==> src/rtl/core/i2cbm_pkg.sv <==
// Shared types and constants for the I2C byte master core.
`timescale 1ns / 1ps
`default_nettype none

package i2cbm_pkg;

  localparam int unsigned BitsPerByte = 8;
  localparam int unsigned DelayW      = 16;
  localparam int unsigned BitCntW     = 4;
  localparam int unsigned CfgAddrW    = 3;

  // Reset values of the timing registers
  localparam logic [DelayW-1:0] LongDelayRst  = 16'd9;
  localparam logic [DelayW-1:0] ShortDelayRst = 16'd0;

  // Command codes
  localparam logic [1:0] KindStart = 2'd0;
  localparam logic [1:0] KindStop  = 2'd1;
  localparam logic [1:0] KindWrite = 2'd2;
  localparam logic [1:0] KindRead  = 2'd3;

  // Register index (byte address bit 2)
  localparam logic RegLongDelay  = 1'b0;
  localparam logic RegShortDelay = 1'b1;

  typedef enum logic [4:0] {
    PH_IDLE = 5'd0,
    PH_S0   = 5'd1,
    PH_S1   = 5'd2,
    PH_S2   = 5'd3,
    PH_P0   = 5'd4,
    PH_P1   = 5'd5,
    PH_P2   = 5'd6,
    PH_W0   = 5'd7,
    PH_W1   = 5'd8,
    PH_A0   = 5'd9,
    PH_A1   = 5'd10,
    PH_A2   = 5'd11,
    PH_WEND = 5'd12,
    PH_R0   = 5'd13,
    PH_R1   = 5'd14,
    PH_R2   = 5'd15,
    PH_R3   = 5'd16,
    PH_R4   = 5'd17,
    PH_R5   = 5'd18
  } phase_e;

  typedef struct packed {
    logic       cmd_valid;
    logic [1:0] kind;
    logic [7:0] tx_byte;
    logic       send_nak;
    logic       sda_in;
  } cmd_t;

  typedef struct packed {
    logic       scl_out;
    logic       sda_out;
    logic       busy_res;
    logic       done_res;
    logic [7:0] rx_byte;
    logic       bus_error;
  } res_t;

endpackage

`default_nettype wire

==> src/rtl/core/i2c_byte_master_core.sv <==
// I2C byte master: per-tick bus sequencer with APB timing registers.
//
// Each input beat is one tick of bus time and yields exactly one result beat
// carrying the SCL/SDA levels, busy/done status, last read byte and the
// error flag, which each start reloads. The core takes one beat per clock
// cycle while the result side does not stall; a beat passes an input
// register, one level of sequencer logic and a result register.
// The sequencer state advances only when a beat moves from the input register
// into the result register. Start, stop, write-byte and read-byte commands
// are taken only while the sequencer is idle; long phases (start, stop,
// acknowledge) are timed by the long delay and data-bit half phases by the
// short delay. Registers: 0x0 long delay (reset 9), 0x4 short delay
// (reset 0), 16 bits each. No clock stretching, no arbitration.
`timescale 1ns / 1ps
`default_nettype none

module i2c_byte_master_core (
  input  wire logic                             clk_i,
  input  wire logic                             rst_ni,
  // command beats
  input  wire logic                             in_valid_i,
  output logic                                  in_stall_o,
  input  wire i2cbm_pkg::cmd_t                  in_data_i,
  // result beats
  output logic                                  out_valid_o,
  input  wire logic                             out_stall_i,
  output i2cbm_pkg::res_t                       out_data_o,
  // configuration port
  input  wire logic                             psel,
  input  wire logic                             penable,
  input  wire logic                             pwrite,
  input  wire logic [i2cbm_pkg::CfgAddrW-1:0]   paddr,
  input  wire logic [31:0]                      pwdata,
  output logic [31:0]                           prdata,
  output logic                                  pready
);

  import i2cbm_pkg::*;

  // Configuration registers
  logic [DelayW-1:0] long_dly_q, short_dly_q;
  logic              cfg_we;

  // Pipeline registers
  logic in_vld_q, out_vld_q;
  cmd_t in_q;
  res_t res_q, res_d;
  logic out_free, advance;

  // Sequencer state
  phase_e            phase_q, phase_d, op_phase;
  logic [DelayW-1:0] delay_q, delay_d;
  logic [BitCntW-1:0] bit_q, bit_d, bit_base;
  logic [7:0]        shift_q, shift_d, shift_base;
  logic              err_q, err_d;
  logic              scl_q, scl_d;
  logic              sda_q, sda_d;
  logic              nak_q, nak_d, nak_base;
  logic [7:0]        rx_q, rx_d;
  logic              run_op, is_idle, done;
  logic              bits_full;

  // APB access: always ready, decode on address bit 2
  assign pready = 1'b1;
  assign cfg_we = psel && penable && pwrite && pready;

  always_comb begin
    if (paddr[2] == RegShortDelay) begin
      prdata = {16'd0, short_dly_q};
    end else begin
      prdata = {16'd0, long_dly_q};
    end
  end

  always_ff @(posedge clk_i or negedge rst_ni) begin
    if (!rst_ni) begin
      long_dly_q  <= LongDelayRst;
      short_dly_q <= ShortDelayRst;
    end else if (cfg_we) begin
      if (paddr[2] == RegLongDelay) begin
        long_dly_q <= pwdata[DelayW-1:0];
      end else begin
        short_dly_q <= pwdata[DelayW-1:0];
      end
    end
  end

  // Handshake: result register frees when empty or taken
  assign out_free    = !out_vld_q || !out_stall_i;
  assign advance     = in_vld_q && out_free;
  assign in_stall_o  = in_vld_q && !out_free;
  assign out_valid_o = out_vld_q;
  assign out_data_o  = res_q;

  always_ff @(posedge clk_i or negedge rst_ni) begin
    if (!rst_ni) begin
      in_vld_q  <= 1'b0;
      out_vld_q <= 1'b0;
    end else begin
      if (!in_stall_o) begin
        in_vld_q <= in_valid_i;
      end
      if (out_free) begin
        out_vld_q <= in_vld_q;
      end
    end
  end

  // Capture payloads
  always_ff @(posedge clk_i) begin
    if (!in_stall_o && in_valid_i) begin
      in_q <= in_data_i;
    end
    if (advance) begin
      res_q <= res_d;
    end
  end

  // Pick the operation to run this tick
  assign is_idle   = (phase_q == PH_IDLE);
  assign run_op    = is_idle ? in_q.cmd_valid : (delay_q == '0);
  assign bit_base  = is_idle ? '0 : bit_q;
  assign bits_full = (bit_q >= BitCntW'(BitsPerByte));

  always_comb begin
    op_phase   = phase_q;
    shift_base = shift_q;
    nak_base   = nak_q;
    if (is_idle) begin
      case (in_q.kind)
        KindStart: op_phase = PH_S0;
        KindStop:  op_phase = PH_P0;
        KindWrite: begin
          op_phase   = PH_W0;
          shift_base = in_q.tx_byte;
        end
        default: begin
          op_phase   = PH_R0;
          shift_base = '0;
          nak_base   = in_q.send_nak;
        end
      endcase
    end
  end

  // Next phase and delay
  always_comb begin
    phase_d = phase_q;
    delay_d = delay_q;
    if (!run_op) begin
      if (!is_idle) begin
        delay_d = delay_q - DelayW'(1);
      end
    end else begin
      delay_d = '0;
      case (op_phase)
        PH_S0: begin phase_d = PH_S1; delay_d = long_dly_q; end
        PH_S1: begin phase_d = PH_S2; delay_d = long_dly_q; end
        PH_P0: begin phase_d = PH_P1; delay_d = long_dly_q; end
        PH_P1: begin phase_d = PH_P2; delay_d = long_dly_q; end
        PH_W0: begin phase_d = PH_W1; delay_d = short_dly_q; end
        PH_W1: begin
          phase_d = bits_full ? PH_A0 : PH_W0;
          delay_d = short_dly_q;
        end
        PH_A0: begin phase_d = PH_A1;   delay_d = long_dly_q; end
        PH_A1: begin phase_d = PH_A2;   delay_d = long_dly_q; end
        PH_A2: begin phase_d = PH_WEND; delay_d = long_dly_q; end
        PH_R0: begin phase_d = PH_R1;   delay_d = long_dly_q; end
        PH_R1: begin phase_d = PH_R2;   delay_d = short_dly_q; end
        PH_R2: begin
          phase_d = bits_full ? PH_R3 : PH_R1;
          delay_d = short_dly_q;
        end
        PH_R3: begin phase_d = PH_R4; delay_d = long_dly_q; end
        PH_R4: begin phase_d = PH_R5; delay_d = long_dly_q; end
        default: phase_d = PH_IDLE;
      endcase
    end
  end

  // Line levels, shifter, flags and result
  always_comb begin
    scl_d   = scl_q;
    sda_d   = sda_q;
    shift_d = shift_q;
    bit_d   = bit_q;
    err_d   = err_q;
    nak_d   = nak_q;
    rx_d    = rx_q;
    done    = 1'b0;
    if (run_op) begin
      shift_d = shift_base;
      bit_d   = bit_base;
      nak_d   = nak_base;
      case (op_phase)
        PH_S0: begin sda_d = 1'b1; scl_d = 1'b1; end
        PH_S1: begin
          err_d = !in_q.sda_in;
          sda_d = 1'b0;
        end
        PH_S2: begin scl_d = 1'b0; done = 1'b1; end
        PH_P0: sda_d = 1'b0;
        PH_P1: scl_d = 1'b1;
        PH_P2: begin sda_d = 1'b1; done = 1'b1; end
        PH_W0: begin
          scl_d   = 1'b0;
          sda_d   = shift_base[7];
          shift_d = {shift_base[6:0], 1'b0};
          bit_d   = bit_base + BitCntW'(1);
        end
        PH_W1: scl_d = 1'b1;
        PH_A0: begin scl_d = 1'b0; sda_d = 1'b1; end
        PH_A1: scl_d = 1'b1;
        PH_A2: begin
          err_d = err_q | in_q.sda_in;
          scl_d = 1'b0;
        end
        PH_WEND: done = 1'b1;
        PH_R0: sda_d = 1'b1;
        PH_R1: begin
          scl_d   = 1'b1;
          shift_d = {shift_base[6:0], in_q.sda_in};
          bit_d   = bit_base + BitCntW'(1);
        end
        PH_R2: scl_d = 1'b0;
        PH_R3: sda_d = nak_base;
        PH_R4: scl_d = 1'b1;
        PH_R5: begin
          scl_d = 1'b0;
          rx_d  = shift_base;
          done  = 1'b1;
        end
        default: ;
      endcase
    end
  end

  always_comb begin
    res_d.scl_out   = scl_d;
    res_d.sda_out   = sda_d;
    res_d.busy_res  = (phase_d != PH_IDLE);
    res_d.done_res  = done;
    res_d.rx_byte   = rx_d;
    res_d.bus_error = err_d;
  end

  // Advance sequencer state once per beat
  always_ff @(posedge clk_i or negedge rst_ni) begin
    if (!rst_ni) begin
      phase_q <= PH_IDLE;
      delay_q <= '0;
      bit_q   <= '0;
      shift_q <= '0;
      err_q   <= 1'b0;
      scl_q   <= 1'b1;
      sda_q   <= 1'b1;
      nak_q   <= 1'b0;
      rx_q    <= '0;
    end else if (advance) begin
      phase_q <= phase_d;
      delay_q <= delay_d;
      bit_q   <= bit_d;
      shift_q <= shift_d;
      err_q   <= err_d;
      scl_q   <= scl_d;
      sda_q   <= sda_d;
      nak_q   <= nak_d;
      rx_q    <= rx_d;
    end
  end

  // Checks
  a_idle_no_delay: assert property (@(posedge clk_i) disable iff (!rst_ni)
    (phase_q == PH_IDLE) |-> (delay_q == '0))
    else $error("idle sequencer holds a pending delay");

  a_bit_count_range: assert property (@(posedge clk_i) disable iff (!rst_ni)
    bit_q <= BitCntW'(BitsPerByte))
    else $error("bit count past byte length");

  a_done_not_busy: assert property (@(posedge clk_i) disable iff (!rst_ni)
    (out_vld_q && res_q.done_res) |-> !res_q.busy_res)
    else $error("done reported while still busy");

  a_stall_when_full: assert property (@(posedge clk_i) disable iff (!rst_ni)
    in_stall_o |-> (in_vld_q && out_vld_q))
    else $error("input stalled with free result register");

  a_state_frozen: assert property (@(posedge clk_i) disable iff (!rst_ni)
    !advance |=> $stable(phase_q) && $stable(delay_q))
    else $error("sequencer moved without a beat");

endmodule

`default_nettype wire

==> config.mk <==
export PLATFORM = sky130hd
export DESIGN_NAME = i2c_byte_master_core
export DESIGN_NICKNAME = d
export VERILOG_FILES = /design/src/rtl/core/i2cbm_pkg.sv /design/src/rtl/core/i2c_byte_master_core.sv
export SDC_FILE = /design/constraint.sdc
export NUM_CORES = 1
export LEC_CHECK = 0
export BUFFER_PORTS_ARGS = -buffer_cell sky130_fd_sc_hd__buf_2
export CORE_MARGIN = 8
export CORE_UTILIZATION = 51
export DETAILED_ROUTE_END_ITERATION = 16
export PLACE_DENSITY = 0.89
export RECOVER_POWER = 25
export SETUP_SLACK_MARGIN = 0.2
export SLEW_MARGIN = 20
export SYNTH_ARGS = -nofsm -noshare
export SYNTH_HDL_FRONTEND = slang
export SYNTH_SLANG_ARGS = --single-unit
==> constraint.sdc <==
create_clock -name clk_i -period 2.05 [get_ports clk_i]
set_input_delay 0.205 -clock clk_i [delete_from_list [all_inputs] [get_ports clk_i]]
set_output_delay 0.205 -clock clk_i [all_outputs]
set_load 0.005 [all_outputs]
-- Word level (Yosys, flattened, before mapping)
Index checks and enable logic that the tools add are counted.
- flip-flop bits (word level): 105
- bits of input ports: 55
- output and inout port bits: 48
- word-level logic and storage cells: 106
- add/subtract/negate cells: 2
- magnitude comparators: 1
- equal/unequal tests: 21
- multiplexer cells: 27
- bitwise operators: 2
- reductions and logical operators: 29
- operators with widths (cell ; number):
    $pmux 5 s14 ; 1
    $mux 16 ; 3
    $eq 5x4->1 const B ; 8
    $pmux 16 s2 ; 1
    $pmux 8 s2 ; 2
    $mux 8 ; 3
    $eq 5x3->1 const B ; 4
    $logic_not 16->1 ; 1
    $sub 16x1->16 const B ; 1
    $eq 5x5->1 const B ; 3
    $mux 5 ; 3
    $mux 4 ; 3
    $pmux 4 s3 ; 1
    $reduce_or 4->1 ; 3
    $reduce_or 6->1 ; 2
    $eq 5x2->1 const B ; 2
    $reduce_or 10->1 ; 1
    $reduce_and 2->1 ; 4
    $mux 1 ; 7
    $reduce_or 2->1 ; 3
    $eq 5x1->1 const B ; 1
    $logic_and 1x1->1 ; 5
    $logic_not 1->1 ; 5
    $logic_not 5->1 ; 1
    13 further kinds ; 14

-- Logic depth before layout (Yosys ltp)
- depth in word-level cells: 7
- gate-level depth with buffers: 10
- gate-level depth less buffers: 8

-- Least setup slack after synthesis
Ideal clock, no wire load.
- path kind: register -> register
- start point: register delay_q[0]
- end point: register nak_q
- arrival time: 2.064 ns
- slack: -0.139 ns
- stages on the path, launching flop included: 10
- buffers on the path: 1
- period minus slack after synthesis: 2.189 ns
- path through: dfrtp_1 inv_1 ha_1 nor4b_1 nand4_2 o21ai_4 nand2_2 buf_6 nor3_2 mux2_2
- cells in the longest elaborated chain, start to end: 3
- ends and longest elaborated chain (element ; RTL line ; RTL):
    start, declared ; i2c_byte_master_core.sv:52 ; logic [DelayW-1:0] delay_q, delay_d;
    start signal, assigned ; i2c_byte_master_core.sv:262 ; delay_q <= delay_d;
    $logic_not 16->1 ; i2c_byte_master_core.sv:121 ; assign run_op = is_idle ? in_q.cmd_valid : (delay_q == '0);
    $mux 1 ; i2c_byte_master_core.sv:121 ;
    $reduce_and 2->1 (no source line) ; n/a ;
    end signal, assigned ; i2c_byte_master_core.sv:268 ; nak_q <= nak_d;
    end, declared ; i2c_byte_master_core.sv:58 ; logic nak_q, nak_d, nak_base;
Every way passes these cells.
A chain may end at the register's enable or synchronous reset.

-- Final worst setup path
- start point: register phase_q[1]
- end point: register delay_q[10]
- cells in the longest elaborated chain, start to end: 6
- ends and longest elaborated chain (element ; RTL line ; RTL):
    start, declared ; i2c_byte_master_core.sv:51 ; phase_e phase_q, phase_d, op_phase;
    start signal, assigned ; i2c_byte_master_core.sv:261 ; phase_q <= phase_d;
    $logic_not 5->1 ; i2c_byte_master_core.sv:120 ; assign is_idle = (phase_q == PH_IDLE);
    $mux 5 ; i2c_byte_master_core.sv:129 ; if (is_idle) begin
    $eq 5x5->1, or another cell as far along ; i2c_byte_master_core.sv:156 ; case (op_phase)
    $reduce_or 10->1 (no source line) / $reduce_or 4->1 (equally long branches) ; n/a ;
    $pmux 16 s2 ; i2c_byte_master_core.sv:156 ;
    $mux 16 ; i2c_byte_master_core.sv:150 ; if (!run_op) begin
Parallel ways exist; a longest one is shown, timed or not.

==> results.py <==
metrics = {
    "power": {
        "p_seq_frac": 0.457,
        "p_clk_frac": 0.285,
        "power.leakage_nw": 3.57,
        "vdd_drop_max_uv": 788,
        "power_switching_mw": 2.13,
        "sw_frac_of_total": 0.338,
        "combPwrFrac": 0.257,
        "p_per_area_nw_per_um2": 747,
        "p_int_mw": 4.17,
        "totalPowerFinal_mw": 6.30,
    },
    "finish": {
        "area_growth_pct": 44.7,
        "final_cells": 852,
        "stdcell_area_um2": 8440,
        "nNetsFinal": 762,
        "drive_gt1_frac": 0.583,
        "antenna_cells": 0,
    },
    "sta": {
        "finalCriticalPeriod_ns": 2.34,
        "slew_violations": 0,
        "fin_setup_tns_ns": -4.15,
        "finClkSkew_ns": 0.00815,
        "worst_pin_slew_ns": 1.03,
        "final-setup-viol-count": 39,
        "hold_viol": 0,
        "rsz0062_at_grt": "true",
        "max_freq_mhz": 427,
        "setup_slack_ns": -0.292,
        "min_period_over_period": 1.14,
        "relSlewSlack": 0.313,
    },
    "yosys": {
        "netlist_top_cells_area": "dfrtp_1, edfxtp_1, mux2_2, o21ai_0, nand2_1",
        "synth_top_area_share": 0.322,
        "synth_top_family_by_area": "compound AO/OA/AOI/OAI gates",
        "muxShareOfSynthArea": 0.133,
        "synth-seq-area-share": 0.474,
        "synth_edf_count": 26,
        "netlist_area_um2": 5830,
        "ys_ff_latch": 105,
        "synth_ff_type": "dfrtp_1",
        "yosys_warnings": 0,
        "synth_compound_area_frac": 0.159,
        "synthCells": 539,
        "async_flop_share": 0.752,
        "yosysTopAreaCell": "dfrtp_1",
        "syn_avg_cell_area_um2": 10.8,
        "synthXorXnorAreaFrac": 0.0120,
        "synth_commonest_cells": "dfrtp_1, mux2_2, nand2_1",
        "synthSimpleGateAreaFrac": 0.151,
        "yosys.area_share.adder": 0.00644,
        "yosysMostFrequentCell": "dfrtp_1",
        "synth_cell_type_count": 74,
    },
    "detailed_routing": {
        "drt-total-wl_um": 21800,
        "wl_per_cell_um": 25.6,
        "drtIter0Drc": 760,
        "vias": 5568,
        "avgViaCountPerCell": 6.54,
        "ant_nets": 0,
        "drt_pass1_iterations": 5,
        "drc": 0,
    },
    "global_routing": {
        "grt_use_total": 0.225,
        "globalRouteOverflowTotal": 0,
        "grt_pass1_wl_um": 26800,
        "grt_max_degree": 54,
        "grt_pass1_vias": 5118,
        "antenna_found_initial": 0,
    },
    "floorplanning": {
        "initial_core_util": 0.517,
        "io_pins": 103,
        "core-area_um2": 11300,
        "dieArea_um2": 15100,
        "rows": 39,
        "die_w_um": 123,
        "die_h_um": 123,
    },
    "placement": {
        "postPlaceCellArea_um2": 6790,
        "dpl.hpwl_um": 11000,
        "portBuffers": 67,
        "place.gp.congestion": 0.867,
        "place_inst": 783,
    },
    "hold_path": {
        "hold_class": "in2reg",
    },
    "setup_path": {
        "cp-start-kind": "flip-flop",
        "cp.required_ns": 2.26,
        "crit_type": "reg2reg",
        "crit_arrival_ns": 2.55,
        "cp_max_fo": 8,
        "rrSetupSlack_ns": -0.29,
        "cp-end-kind": "flip-flop",
        "timing.critical_path.cells": "buf_4, nor3_4, and2_1, o21ai_4, buf_4, o21ai_0, a21oi_2",
        "cp_slowest_cell": "o21ai_0",
        "cpMostUsedCell": "buf_4",
        "max_stage_delay_ns": 0.57,
    },
    "clock_network": {
        "clk_pin_slew_ns": 0.08,
        "insertion_delay_ns": 0.36,
        "root_buffer": "clkbuf_16",
        "cts_buffer_depth": 2,
        "cts_max_level": 3,
        "clkSinkCount": 105,
        "cts_tree": "yes",
        "cts_buffers": 9,
    },
    "status": {
        "status": "finished with violations",
        "violations": "setup timing",
    },
    "flow_run": {
        "max_cap_violations": 0,
    },
}
[critical path, delay by kind of cell (launching register included)]
kind / cells / cell delay (ns)
AO/OA/AOI/OAI: 3 / 0.83
AND/OR/NAND/NOR: 2 / 0.52
flip-flops: 1 / 0.45
buffers and inverters: 2 / 0.39
[repair_timing]
item	in CTS	in global routing
hold buffers	1	0
buffers inserted	21	25
hold endpoints to repair	24	0
setup endpoints to repair	58	58
pin swaps	22	42
gates resized for setup	87	107
cloned	3	3
[placed cells by master (no fill, tap or decap), types with 4 or more instances in the layout]
cell type	Yosys	final
buf_4	20	72
dfrtp_1	75	71
buf_2	4	65
mux2_2	65	50
nand2_1	44	31
buf_6	8	28
nor2_1	30	26
edfxtp_1	26	26
o21ai_2	9	20
o21ai_1	7	17
conb_1	2	17
mux2_4	0	15
a21oi_2	0	12
o21ai_0	37	12
clkbuf_16	0	12
a21oi_1	25	11
a221oi_4	0	10
buf_12	0	10
inv_1	12	9
nand2_2	2	8
nand2_4	0	8
nand3_1	13	8
nor3_1	14	7
nor3_2	2	7
o21ai_4	1	5
and2_1	6	5
nand2b_1	5	5
xnor2_1	4	4
a211oi_2	0	4
and3_1	5	4
a211oi_1	8	4
nor2_2	1	4
a221oi_2	4	4
dfrtp_2	0	4
dfstp_2	4	4
[flip-flops by register name (all words and copies together), names as in the netlist]
signal,count
rx_q,8
short_dly_q,16
long_dly_q,16
in_vld_q,1
out_valid_o,1
nak_q,1
out_data_o,13
delay_q,16
phase_q,5
bit_q,4
sda_q,1
scl_q,1
in_q,13
shift_q,8
err_q,1
[power groups by stage]
stage | combinational (mW) | clock [mW] | sequential, mW
floorplan | 0.781 | 0 | 2.73
global placement | 1.10 | 0 | 2.77
global route | 1.72 | 1.86 | 2.89
CTS | 1.37 | 1.75 | 2.78
finish | 1.62 | 1.80 | 2.88
detailed placement | 1.17 | 0 | 2.81
[routing by layer]
| metal | part of all wire | track usage |
|---|---|---|
| met5 | 0 | 0 |
| met4 | 0.052 | 0.0853 |
| met3 | 0.096 | 0.0342 |
| met2 | 0.48 | 0.361 |
| met1 | 0.37 | 0.302 |
[through the flow]
stage | hold WS, ns | setup WS [ns] | utilization
after CTS | 0.0231 | 0.0292 | 0.677
after floorplan | -0.0906 | 0.0523 | -
final | 0.0165 | -0.292 | 0.748
after detailed placement | 0.165 | -0.118 | 0.603
after global routing | 0.0142 | -0.359 | 0.748
after global placement | 0.165 | -0.0141 | 0.603
[cells by family (layout without fill, tap and decap cells)]
logic type / Yosys count / count (layout)
AO/OA/AOI/OAI: 135 / 136
multiplexers: 69 / 69
AND/OR/NAND/NOR: 159 / 160
XOR/XNOR: 8 / 8
other: 2 / 17
flip-flops: 105 / 105
buffers and inverters: 58 / 211
adder cells (fa/ha/maj): 3 / 3
[cell type report]
cell class	count	area, um2
Clock buffer	11	254
Clock inverter	5	45.0
Fill cell	597	2840
Inverter	12	45.0
Multi-Input combinational cell	393	3650
Sequential cell	105	2770
Tap cell	143	179
Timing Repair Buffer	183	1500
[worst paths after layout]
kind                         startpoint       endpoint  cells after the start
max                          phase_q[1]    delay_q[10]                      7
min                        in_data_i[1]        in_q[1]                      1
max reg2reg                  phase_q[1]    delay_q[10]                      7
min reg2reg                    in_vld_q    out_valid_o                      1
max in group asynchronous        rst_ni  long_dly_q[0]                      3
min in group asynchronous        rst_ni          nak_q                      2
(Power assumes the default switching activity.)
